==> config.mk <==
export PLATFORM = sky130hd
export DESIGN_NAME = keyed_ordered_table
export DESIGN_NICKNAME = d
export VERILOG_FILES = /design/src/kot_pkg.sv /design/src/kot_cell.sv /design/src/keyed_ordered_table.sv
export SDC_FILE = /design/constraint.sdc
export NUM_CORES = 1
export LEC_CHECK = 0
export BUFFER_PORTS_ARGS = -buffer_cell sky130_fd_sc_hd__buf_2
export CORE_MARGIN = 3
export CORE_UTILIZATION = 47
export DETAILED_ROUTE_END_ITERATION = 10
export HOLD_SLACK_MARGIN = 0.1
export REMOVE_ABC_BUFFERS = 1
export SLEW_MARGIN = 20
export SYNTH_ARGS = -nofsm -noshare
export SYNTH_HDL_FRONTEND = slang
export SYNTH_SLANG_ARGS = --single-unit
export TNS_END_PERCENT = 1
==> constraint.sdc <==
create_clock -name clk_i -period 5.4 [get_ports clk_i]
set_clock_uncertainty 0.15 [all_clocks]
set_input_delay 1.08 -clock clk_i [delete_from_list [all_inputs] [get_ports clk_i]]
set_output_delay 1.08 -clock clk_i [all_outputs]
set_load 0.1 [all_outputs]
==> src/kot_pkg.sv <==
// Package for the keyed ordered table: command and status codes and the
// control group broadcast to every cell. No dependencies.
`default_nettype none

package kot_pkg;

  typedef enum logic [1:0] {
    CMD_INSERT = 2'd0,
    CMD_SEARCH = 2'd1,
    CMD_DELETE = 2'd2,
    CMD_NONE   = 2'd3
  } kot_cmd_e;

  typedef enum logic [1:0] {
    ST_DONE      = 2'd0,
    ST_EMPTY     = 2'd1,
    ST_NOT_FOUND = 2'd2,
    ST_FULL      = 2'd3
  } kot_status_e;

  // Shift controls for the row of cells.
  typedef struct packed {
    logic ins;  // every cell takes its left neighbor
    logic del;  // cells at or after the first match take their right neighbor
  } kot_ctrl_t;

endpackage

`default_nettype wire

==> src/kot_cell.sv <==
// One cell of the keyed ordered table: holds one entry and its valid bit,
// compares it with the broadcast key and shifts toward either neighbor.
// Depends on kot_pkg.
`default_nettype none

module kot_cell import kot_pkg::*; #(
  parameter int KEY_BITS      = 16,
  parameter int PRIORITY_BITS = 8
) (
  input  wire logic                     clk_i,
  input  wire logic                     rst_ni,
  input  wire kot_ctrl_t                ctrl_i,
  input  wire logic [KEY_BITS-1:0]      key_i,
  input  wire logic [KEY_BITS-1:0]      left_key_i,
  input  wire logic [PRIORITY_BITS-1:0] left_prio_i,
  input  wire logic                     left_valid_i,
  input  wire logic [KEY_BITS-1:0]      right_key_i,
  input  wire logic [PRIORITY_BITS-1:0] right_prio_i,
  input  wire logic                     right_valid_i,
  input  wire logic                     claim_i,
  input  wire logic [PRIORITY_BITS-1:0] found_i,
  output logic                          claim_o,
  output logic [PRIORITY_BITS-1:0]      found_o,
  output logic [KEY_BITS-1:0]           key_o,
  output logic [PRIORITY_BITS-1:0]      prio_o,
  output logic                          valid_o
);

  logic [KEY_BITS-1:0]      key_q, key_d;
  logic [PRIORITY_BITS-1:0] prio_q, prio_d;
  logic                     valid_q, valid_d;
  logic                     hit;

  assign hit = valid_q && (key_q == key_i);

  // A newer cell that already matched claims the item; older cells pass it on.
  assign claim_o = claim_i | hit;
  assign found_o = claim_i ? found_i : (hit ? prio_q : '0);

  always_comb begin
    key_d   = key_q;
    prio_d  = prio_q;
    valid_d = valid_q;
    if (ctrl_i.ins) begin
      key_d   = left_key_i;
      prio_d  = left_prio_i;
      valid_d = left_valid_i;
    end else if (ctrl_i.del && claim_o) begin
      key_d   = right_key_i;
      prio_d  = right_prio_i;
      valid_d = right_valid_i;
    end
  end

  always_ff @(posedge clk_i or negedge rst_ni) begin
    if (!rst_ni) begin
      valid_q <= 1'b0;
    end else begin
      valid_q <= valid_d;
    end
  end

  always_ff @(posedge clk_i) begin
    key_q  <= key_d;
    prio_q <= prio_d;
  end

  assign key_o   = key_q;
  assign prio_o  = prio_q;
  assign valid_o = valid_q;

endmodule

`default_nettype wire

==> src/keyed_ordered_table.sv <==
// Top level of the keyed ordered table: a row of kot_cell instances and the
// output register. Depends on kot_pkg and kot_cell.
`default_nettype none

// The table keeps up to ENTRIES (key, priority) entries newest first in a row
// of cells, one entry per cell. Every item is executed in the cycle it is
// accepted: all cells compare the key at once, the first match is found by a
// claim signal that ripples from the newest cell to the oldest, and the row
// shifts by one place for an insert or a delete. One item is taken per cycle
// while the output is not stalled, and its result appears on the output in
// the next cycle. Claim and found-priority ripple along the row sets the
// cycle time. Reset empties the table at once; no clearing pass is needed.
module keyed_ordered_table import kot_pkg::*; #(
  parameter int ENTRIES       = 16,
  parameter int KEY_BITS      = 16,
  parameter int PRIORITY_BITS = 8
) (
  input  wire logic                     clk_i,
  input  wire logic                     rst_ni,
  input  wire logic                     in_valid_i,
  output logic                          in_stall_o,
  input  wire logic [1:0]               command_i,
  input  wire logic [KEY_BITS-1:0]      key_i,
  input  wire logic [PRIORITY_BITS-1:0] priority_req_i,
  output logic                          out_valid_o,
  input  wire logic                     out_stall_i,
  output logic [1:0]                    status_o,
  output logic [PRIORITY_BITS-1:0]      found_priority_o
);

  logic [KEY_BITS-1:0]      cell_key   [ENTRIES];
  logic [PRIORITY_BITS-1:0] cell_prio  [ENTRIES];
  logic [ENTRIES-1:0]       cell_valid;
  logic [ENTRIES:0]         claim;
  logic [PRIORITY_BITS-1:0] found      [ENTRIES+1];

  kot_cmd_e    cmd;
  kot_ctrl_t   ctrl;
  kot_status_e status_d;
  logic        in_accept, full, empty, any_hit;

  logic                     out_valid_q;
  logic [1:0]               status_q;
  logic [PRIORITY_BITS-1:0] found_q, found_d;

  assign cmd        = kot_cmd_e'(command_i);
  assign in_stall_o = out_valid_q && out_stall_i;
  assign in_accept  = in_valid_i && !in_stall_o;
  assign full       = cell_valid[ENTRIES-1];
  assign empty      = !cell_valid[0];
  assign any_hit    = claim[ENTRIES];

  assign ctrl.ins = in_accept && (cmd == CMD_INSERT) && !full;
  assign ctrl.del = in_accept && (cmd == CMD_DELETE);

  assign claim[0] = 1'b0;
  assign found[0] = '0;

  for (genvar i = 0; i < ENTRIES; i++) begin : g_cell
    logic [KEY_BITS-1:0]      lk, rk;
    logic [PRIORITY_BITS-1:0] lp, rp;
    logic                     lv, rv;

    if (i == 0) begin : g_head
      assign lk = key_i;
      assign lp = priority_req_i;
      assign lv = 1'b1;
    end else begin : g_body
      assign lk = cell_key[i-1];
      assign lp = cell_prio[i-1];
      assign lv = cell_valid[i-1];
    end

    if (i == ENTRIES - 1) begin : g_tail
      assign rk = '0;
      assign rp = '0;
      assign rv = 1'b0;
    end else begin : g_inner
      assign rk = cell_key[i+1];
      assign rp = cell_prio[i+1];
      assign rv = cell_valid[i+1];
    end

    kot_cell #(
      .KEY_BITS      (KEY_BITS),
      .PRIORITY_BITS (PRIORITY_BITS)
    ) u_cell (
      .clk_i         (clk_i),
      .rst_ni        (rst_ni),
      .ctrl_i        (ctrl),
      .key_i         (key_i),
      .left_key_i    (lk),
      .left_prio_i   (lp),
      .left_valid_i  (lv),
      .right_key_i   (rk),
      .right_prio_i  (rp),
      .right_valid_i (rv),
      .claim_i       (claim[i]),
      .found_i       (found[i]),
      .claim_o       (claim[i+1]),
      .found_o       (found[i+1]),
      .key_o         (cell_key[i]),
      .prio_o        (cell_prio[i]),
      .valid_o       (cell_valid[i])
    );
  end

  always_comb begin
    status_d = ST_DONE;
    found_d  = '0;
    unique case (cmd)
      CMD_INSERT: begin
        if (full) begin
          status_d = ST_FULL;
        end
      end
      CMD_SEARCH, CMD_DELETE: begin
        if (empty) begin
          status_d = ST_EMPTY;
        end else if (!any_hit) begin
          status_d = ST_NOT_FOUND;
        end else if (cmd == CMD_SEARCH) begin
          found_d = found[ENTRIES];
        end
      end
      default: begin
        status_d = ST_DONE;
      end
    endcase
  end

  always_ff @(posedge clk_i or negedge rst_ni) begin
    if (!rst_ni) begin
      out_valid_q <= 1'b0;
    end else if (in_accept) begin
      out_valid_q <= 1'b1;
    end else if (!out_stall_i) begin
      out_valid_q <= 1'b0;
    end
  end

  always_ff @(posedge clk_i) begin
    if (in_accept) begin
      status_q <= status_d;
      found_q  <= found_d;
    end
  end

  assign out_valid_o      = out_valid_q;
  assign status_o         = status_q;
  assign found_priority_o = found_q;

  // The occupied cells always form an unbroken run from the head.
  assert property (@(posedge clk_i) disable iff (!rst_ni)
    (cell_valid & (cell_valid + ENTRIES'(1))) == '0)
    else $error("occupied cells are not contiguous from the head");

  // An accepted insert into a table with room fills the head cell.
  assert property (@(posedge clk_i) disable iff (!rst_ni)
    ctrl.ins |=> cell_valid[0])
    else $error("insert did not fill the head cell");

  // A delete with a match removes exactly one entry.
  assert property (@(posedge clk_i) disable iff (!rst_ni)
    (ctrl.del && any_hit) |=>
      ($countones(cell_valid) + 1 == $countones($past(cell_valid))))
    else $error("delete did not remove exactly one entry");

  // A full status is only reported while the table is still full.
  assert property (@(posedge clk_i) disable iff (!rst_ni)
    (out_valid_q && (status_q == ST_FULL)) |-> full)
    else $error("full status reported with room in the table");

  // Every accepted item leaves a result in the output register.
  assert property (@(posedge clk_i) disable iff (!rst_ni)
    in_accept |=> out_valid_q)
    else $error("accepted item produced no result");

endmodule

`default_nettype wire
==> metrics.md, run 1 <==
| Metric | Value |
|---|---|
| Status | finished clean |
| Multi-input gate area | 8892 sq um |
| Post-route ant nets | 0 |
| CP max FO | 18 |
| Final #Nets | 2355 |
| Antenna Cells | 0 |
| Setup Fix Bufs, Post-CTS | 0 |
| Grt ovf | 0 |
| CTS tree | done |
| Hold Buf Count CTS | 0 |
| Metal-1 WL | 27000 microns |
| Worst R2R Setup Slack | 1.58 ns |
| Critical Path AT | 4.27 ns |
| Die area | 49330 sq um |
| FP Rows | 78 |
| First-pass GRT wire length | 89270 microns |
| Vias per cell | 5.328 |
| I/O pin total | 42 |
| Synth async-reset ratio | 4.136% |
| Fmax | 0.2404 GHz |
| Peak VDD IR | 248.0 uV |
| Synth Flop Type | edfxtp_1 |
| RSZ-0062 raised after global routing | no |
| Final setup TNS | 0 ns |
| DRC Markers | 0 |
| Worst setup SP type | input pin |
| Yosys warns | 0 |
| Met2 WL post-DR | 25630 microns |
| Ratio of cells with drive above 1 in the final layout | 8.234% |
| Vias post-DR | 15750 |
| MaxCap Viol Count | 0 |
| Fin. Hold Viols | 0 |
| Crit. End Element | flip-flop |
| GR Util All Layers | 22.95% |
| Bufs on Longest Clock Path | 3 |
| Die Y | 222.1 microns |
| Mean Syn Cell Area | 9.494 sq um |
| Worst R2R End | g_cell[14].u_cell.key_o[6] |
| DP Wirelength | 40580 microns |
| Synthesized area | 21950 sq um |
| Critical Path Source | key_i[7] |
| Clk_lat worst skew | 0.57 ns |
| R2R Path Start | g_cell[3].u_cell.key_o[14] |
| Seq/Total Area, Yosys | 55.84% |
| RePlAce Congestion | 0.8714 |
| Area delta synth->final | 10.16% |
| Pin count of the biggest net entering global routing | 178 |
| Final setup vio count | 0 |
| Post-synthesis cell type count | 63 |
| Tcrit/Tclk final | 77.04% |
| Register area | 12260 sq um |
| Place WS | 0.6947 ns |
| Met3 routed WL | 2928 microns |
| Final WS setup | 1.240 ns |
| TritonRoute pass-1 iters | 5 |
| Layout fillers | 4222 |
| Root Driver | clkbuf_16 |
| Number of global-route vias before repair | 15099 |
| CTS clk-pin slew, worst paths | 0.06 ns |
| #FFs+latches synth | 411 |
| Cell leakage power | 0.009540 uW |
| Post-layout minimum cycle time | 4.160 ns |
| Post-CTS sizing | 0 |
| Post-synth EDFFs | 394 |
| Top Layer Used | met4 |
| Reg2reg path depth | 10 |
| Die X | 222.1 microns |
| CTS Buf Count | 47 |
| Worst Tran Pin Value | 1.013 ns |
| WS Path Type | input pin to flip-flop |
| Req. time, crit path | 5.51 ns |
| 1st-iter DRT viols | 1650 |
| Count of final max-slew check failures | 0 |
| Port buffer count | 41 |
| Routed wire per std cell | 19.37 microns |
| Slew headroom | 31.92% |
| Core Footprint | 45770 sq um |
| CTS sink count | 411 |
| Initial Utilization | 47.96% |
| Hold crit path type | input pin to asynchronous set/reset pin |
| PD cells | 307.1 nW/um^2 |
| Final wirelength | 57270 microns |
| H-tree levels | 2 |
| Initial antenna violation count | 0 |
| Syn Inst Count | 2312 |
[flip-flops by register name, indices dropped and copies added, names as in the netlist]
signal	count
g_cell.u_cell.valid_o	16
status_o	2
out_valid_o	1
found_priority_o	8
g_cell.u_cell.prio_o	128
g_cell.u_cell.key_o	256
[report_power, final]
group | switching [uW] | internal, uW
sequential | 108 | 3610
combinational | 399 | 210
clock | 1260 | 1830
[cell usage in the layout, fill, tap and decap left out, types with 7 or more instances in the layout]
cell type	instances
nor4_1	19
xor2_1	58
and2_1	25
o21ai_1	7
dfrtp_1	17
buf_2	41
nand4_1	42
o21a_1	9
nand3_1	14
o21ai_2	9
inv_1	18
nor2_1	35
o21ai_0	42
nor3_1	9
buf_4	52
clkbuf_16	49
a21oi_1	29
a31oi_1	9
buf_12	7
edfxtp_1	394
xnor2_1	198
nand2b_1	7
nand2_1	1128
clkbuf_1	18
and3_1	8
[per-stage QoR]
step	hold slack [ns]	total power (uW)	utilization, %	area, sq um	cells
3_5_place_dp	0.3891	4397	49.60	22700	2872
4_1_cts	0.2935	7495	52.83	24180	2956
6_report	0.3126	7426	52.83	24180	2956
3_3_place_gp	0.3632	4383	49.60	22700	2872
2_1_floorplan	0.3353	4231	-	21170	2172
5_1_grt	0.3393	7700	52.83	24180	2956
[final cells by class]
class / count / area share, %
Clock inverter: 15 / 0.6468
Sequential cell: 411 / 50.69
Inverter: 18 / 0.2794
Multi-Input combinational cell: 1743 / 36.77
Timing Repair Buffer: 100 / 3.043
Tap cell: 600 / 3.105
Clock buffer: 69 / 5.464
[synth_stat cells (5+ instances only)]
master    count  share of area (%)
and2_1       25               0.71
edfxtp_1    394                 54
a31oi_1       9               0.26
nor4_1       19               0.54
nor3_1        9               0.21
o21ai_0      44                1.0
a21oi_1      29               0.66
dfrtp_1      17                1.9
nor2_1       35               0.60
xor2_1       58                2.3
o31a_1        5               0.20
o21ai_1      13               0.30
buf_4        10               0.34
nand3_1      14               0.32
o2111a_1      6               0.31
clkbuf_1     80                1.4
and3_1        8               0.23
nand2_1    1128                 19
nand4_1      42                1.2
nor2b_1       6               0.17
buf_6        22                1.1
buf_2         8               0.18
inv_1        18               0.31
nor4_2        7               0.40
o21a_1        9               0.31
xnor2_1     198                7.9
nand2b_1      7               0.20
buf_1        17               0.29
[how the worst max path moves through the flow]
stage | slack, ns | to | cells after the start
2_1_floorplan | -8.85 | g_cell[3].u_cell.key_o[0] | 4
3_3_place_gp | 0.72 | g_cell[14].u_cell.key_o[5] | 11
3_5_place_dp | 0.69 | g_cell[14].u_cell.key_o[7] | 11
4_1_cts | 1.30 | g_cell[14].u_cell.key_o[3] | 11
5_1_grt | 1.09 | g_cell[14].u_cell.key_o[6] | 10
6_report | 1.24 | g_cell[14].u_cell.key_o[6] | 12
[critical path, stage by stage]
cell and delay (ns):
buf_2 0.39, buf_4 0.30, xnor2_1 0.14, nand4_1 0.10
nor4_1 0.53, nand3_1 0.16, buf_4 0.21, and2_1 0.28
nand4_4 0.23, o31a_1 0.18, or2_1 0.31, buf_4 0.33
[cells by family after synthesis]
kind of cell / synth area share, %
compound gates: 4.623
xor+xnor: 10.21
fa+ha+maj: 0.2280
buf+inv: 3.847
flops: 55.84
mux: 0.1995
simple gates: 25.05
[layer usage]
metal	vias up	GRT usage, %
met4	0	7.410
met3	104	2.833
met2	493	35.17
met1	7456	34.08
li1	7697	-
met5	-	0
Note: power is estimated with default switching activity, not from simulation.
==> inputs of run 2 (changes only) <==
- clock period: 5.4 -> 3.33 ns (I/O delays scaled with it)
==> metrics.md, run 2 (synthesized netlist as in run 1, its figures left out) <==
| Metric | Value |
|---|---|
| 1st-iter DRT viols | 1704 (+3.3%) |
| Crit. End Element | flip-flop |
| Routed wire per std cell | 18.71 microns (-3.4%) |
| DP Wirelength | 41080 microns (+1.2%) |
| PD cells | 483.1 nW/um^2 (+57%) |
| Number of global-route vias before repair | 15275 (+1.2%) |
| Most frequent cells in the layout | nand2_1, edfxtp_1, xnor2_1 |
| CP max FO | 8 (-10) |
| Initial antenna violation count | 0 (unchanged) |
| Ratio of cells with drive above 1 in the final layout | 11.99% (+3.8 points) |
| Cell leakage power | 0.01014 uW (+6.2%) |
| Worst setup SP type | input pin |
| Most common cell after layout, fill and taps aside | nand2_1 |
| Final setup vio count | 0 (unchanged) |
| Antenna Cells | 0 (unchanged) |
| DRC Markers | 0 (unchanged) |
| Pin count of the biggest net entering global routing | 102 (-43%) |
| Grt ovf | 0 (unchanged) |
| Slowest cell on crit path | nor4_1 |
| I/O pin total | 42 (unchanged) |
| CP Buf/Inv Count | 5 (+1) |
| CTS tree | done |
| Fin. Hold Viols | 0 (unchanged) |
| Seq pwr share | 49.4% (-0.7 points) |
| GR Util All Layers | 22.72% (-0.23 points) |
| H-tree levels | 2 (unchanged) |
| Slowest Stage Delay on Critical Path | 0.41 ns (-0.12 ns) |
| Clk pwr share | 41.8% (about the same) |
| Hold crit path type | input pin to flip-flop |
| Fmax | 0.3160 GHz |
| Slew headroom | 63.39% (+31 points) |
| Status | finished clean |
| Tcrit/Tclk final | 95.04% |
| Top delay family on crit path | simple AND/OR/NAND/NOR gates |
| Initial Utilization | 47.96% (unchanged) |
| Req. time, crit path | 3.49 ns (-2.02 ns) |
| Layout fillers | 4101 (-2.9%) |
| Post-route ant nets | 0 (unchanged) |
| Switch Pwr | 2896 uW (+64%) |
| Vias per cell | 5.243 (-1.6%) |
| Die area | 49330 sq um (unchanged) |
| Area delta synth->final | 15.14% |
| Die Y | 222.1 microns (unchanged) |
| Cells along the critical path | buf_2 -> buf_4 -> xnor2_1 -> nand4_1 -> nor4_1 -> buf_4 -> nand2_1 -> nor3b_2 -> buf_4 -> nand4_4 -> or2_1 -> buf_4 -> a21oi_1 -> o31a_1 |
| First-pass GRT wire length | 88530 microns (-0.83%) |
| Min Hold Slack | 0.1625 ns (-0.1501 ns) |
| TritonRoute pass-1 iters | 5 (unchanged) |
| Root Driver | clkbuf_16 |
| Final #Nets | 2452 (+4.1%) |
| Post-layout minimum cycle time | 3.165 ns |
| Sw frac | 23.72% (-0.096 points) |
| Vias post-DR | 16006 (+1.6%) |
| Clk_lat worst skew | 0.58 ns (about the same) |
| WS Path Type | input pin to flip-flop |
| Die X | 222.1 microns (unchanged) |
| Pint | 9314 uW (+65%) |
| Peak VDD IR | 341.1 uV (+38%) |
| RePlAce Congestion | 0.8462 (-2.9%) |
| Port buffer count | 41 (unchanged) |
| Max FFs per register | 256 (unchanged) |
| RSZ-0062 raised after global routing | no |
| FP Rows | 78 (unchanged) |
| CTS clk-pin slew, worst paths | 0.06 ns (about the same) |
| Comb power frac | 8.8% (+0.6 points) |
| Core Footprint | 45770 sq um (unchanged) |
| Count of final max-slew check failures | 0 (unchanged) |
| MaxCap Viol Count | 0 (unchanged) |
| Bufs on Longest Clock Path | 3 (unchanged) |
| Cell mode on critical path | buf_4 |
| Final wirelength | 57130 microns (-0.25%) |
| Critical Path AT | 3.33 ns (-0.94 ns) |
| Inst Count DP | 2969 (+3.4%) |
| Worst Tran Pin Value | 0.5485 ns (-0.4642 ns) |
| CTS Buf Count | 46 (-2.1%) |
| CTS sink count | 411 (unchanged) |
| Non-Filler Instances | 3053 (+3.3%) |
[run 2: worst reg2reg max path: stages (launching register included)]
cell and delay, ns:
edfxtp_1 0.41, xnor2_1 0.31, nand4_1 0.18, nor4_2 0.38
nor2b_1 0.32, nor4_4 0.13, buf_4 0.18, and2_4 0.16
and3_1 0.17, o21ai_2 0.27, buf_4 0.23
[run 2: metal layers]
metal	share of wire (%)	vias to the layer above	global-route usage, %
met5	0	-	0
met4	2.0	0	5.511
met3	5.4	82	2.714
met2	46	454	35.77
met1	47	7583	33.75
li1	-	7887	-
[run 2: layout make-up]
| class | count | area, sq um | area share, % |
|---|---|---|---|
| multi-input combinational | 1743 | 8914 | 35.27 |
| inverter | 18 | 67.56 | 0.2673 |
| sequential | 411 | 12260 | 48.49 |
| clock inverter | 13 | 135.1 | 0.5346 |
| tap | 600 | 750.7 | 2.970 |
| timing repair buffer | 198 | 1787 | 7.069 |
| clock buffer | 70 | 1365 | 5.401 |
[run 2: worst paths after layout]
check	to	cells past startpoint	start	slack (ns)
setup / recovery	found_priority_o[6]	14	key_i[4]	0.17
hold / removal	out_valid_o	2	in_valid_i	0.16
setup reg to reg	g_cell[8].u_cell.prio_o[4]	10	g_cell[3].u_cell.key_o[14]	0.17
hold reg to reg	g_cell[1].u_cell.prio_o[5]	2	g_cell[0].u_cell.prio_o[5]	0.38
max in group asynchronous	g_cell[5].u_cell.valid_o	2	rst_ni	2.26
min in group asynchronous	g_cell[14].u_cell.valid_o	2	rst_ni	0.45
[run 2: timing repair]
action	4_1_cts	5_1_grt
setup endpoints to repair	24	8
buffers inserted	0	0
cloned	0	0
resized for setup	2	1
endpoints found under the hold margin	17	0
hold buffers	1	0
[run 2: stage by stage]
stage	cell area (sq um)	total power, uW	utilization [%]	TNS (ns)	setup slack, ns
after floorplan	21170	6861	-	-5792.09	-10.73
after global placement	23740	7186	51.88	-128.21	-0.4893
after detailed placement	23740	7211	51.88	-127.52	-0.5072
after CTS	25270	12310	55.21	0	0.07909
after global routing	25280	12650	55.22	0	0.02318
final	25280	12210	55.22	0	0.1651
[run 2: power groups by stage]
stage,clock network (uW),registers (uW),logic [uW]
3_5_place_dp,0,6140,1070
3_3_place_gp,0,6130,1050
6_report,5100,6030,1070
4_1_cts,5200,6030,1080
5_1_grt,5410,6050,1190
2_1_floorplan,0,6140,726
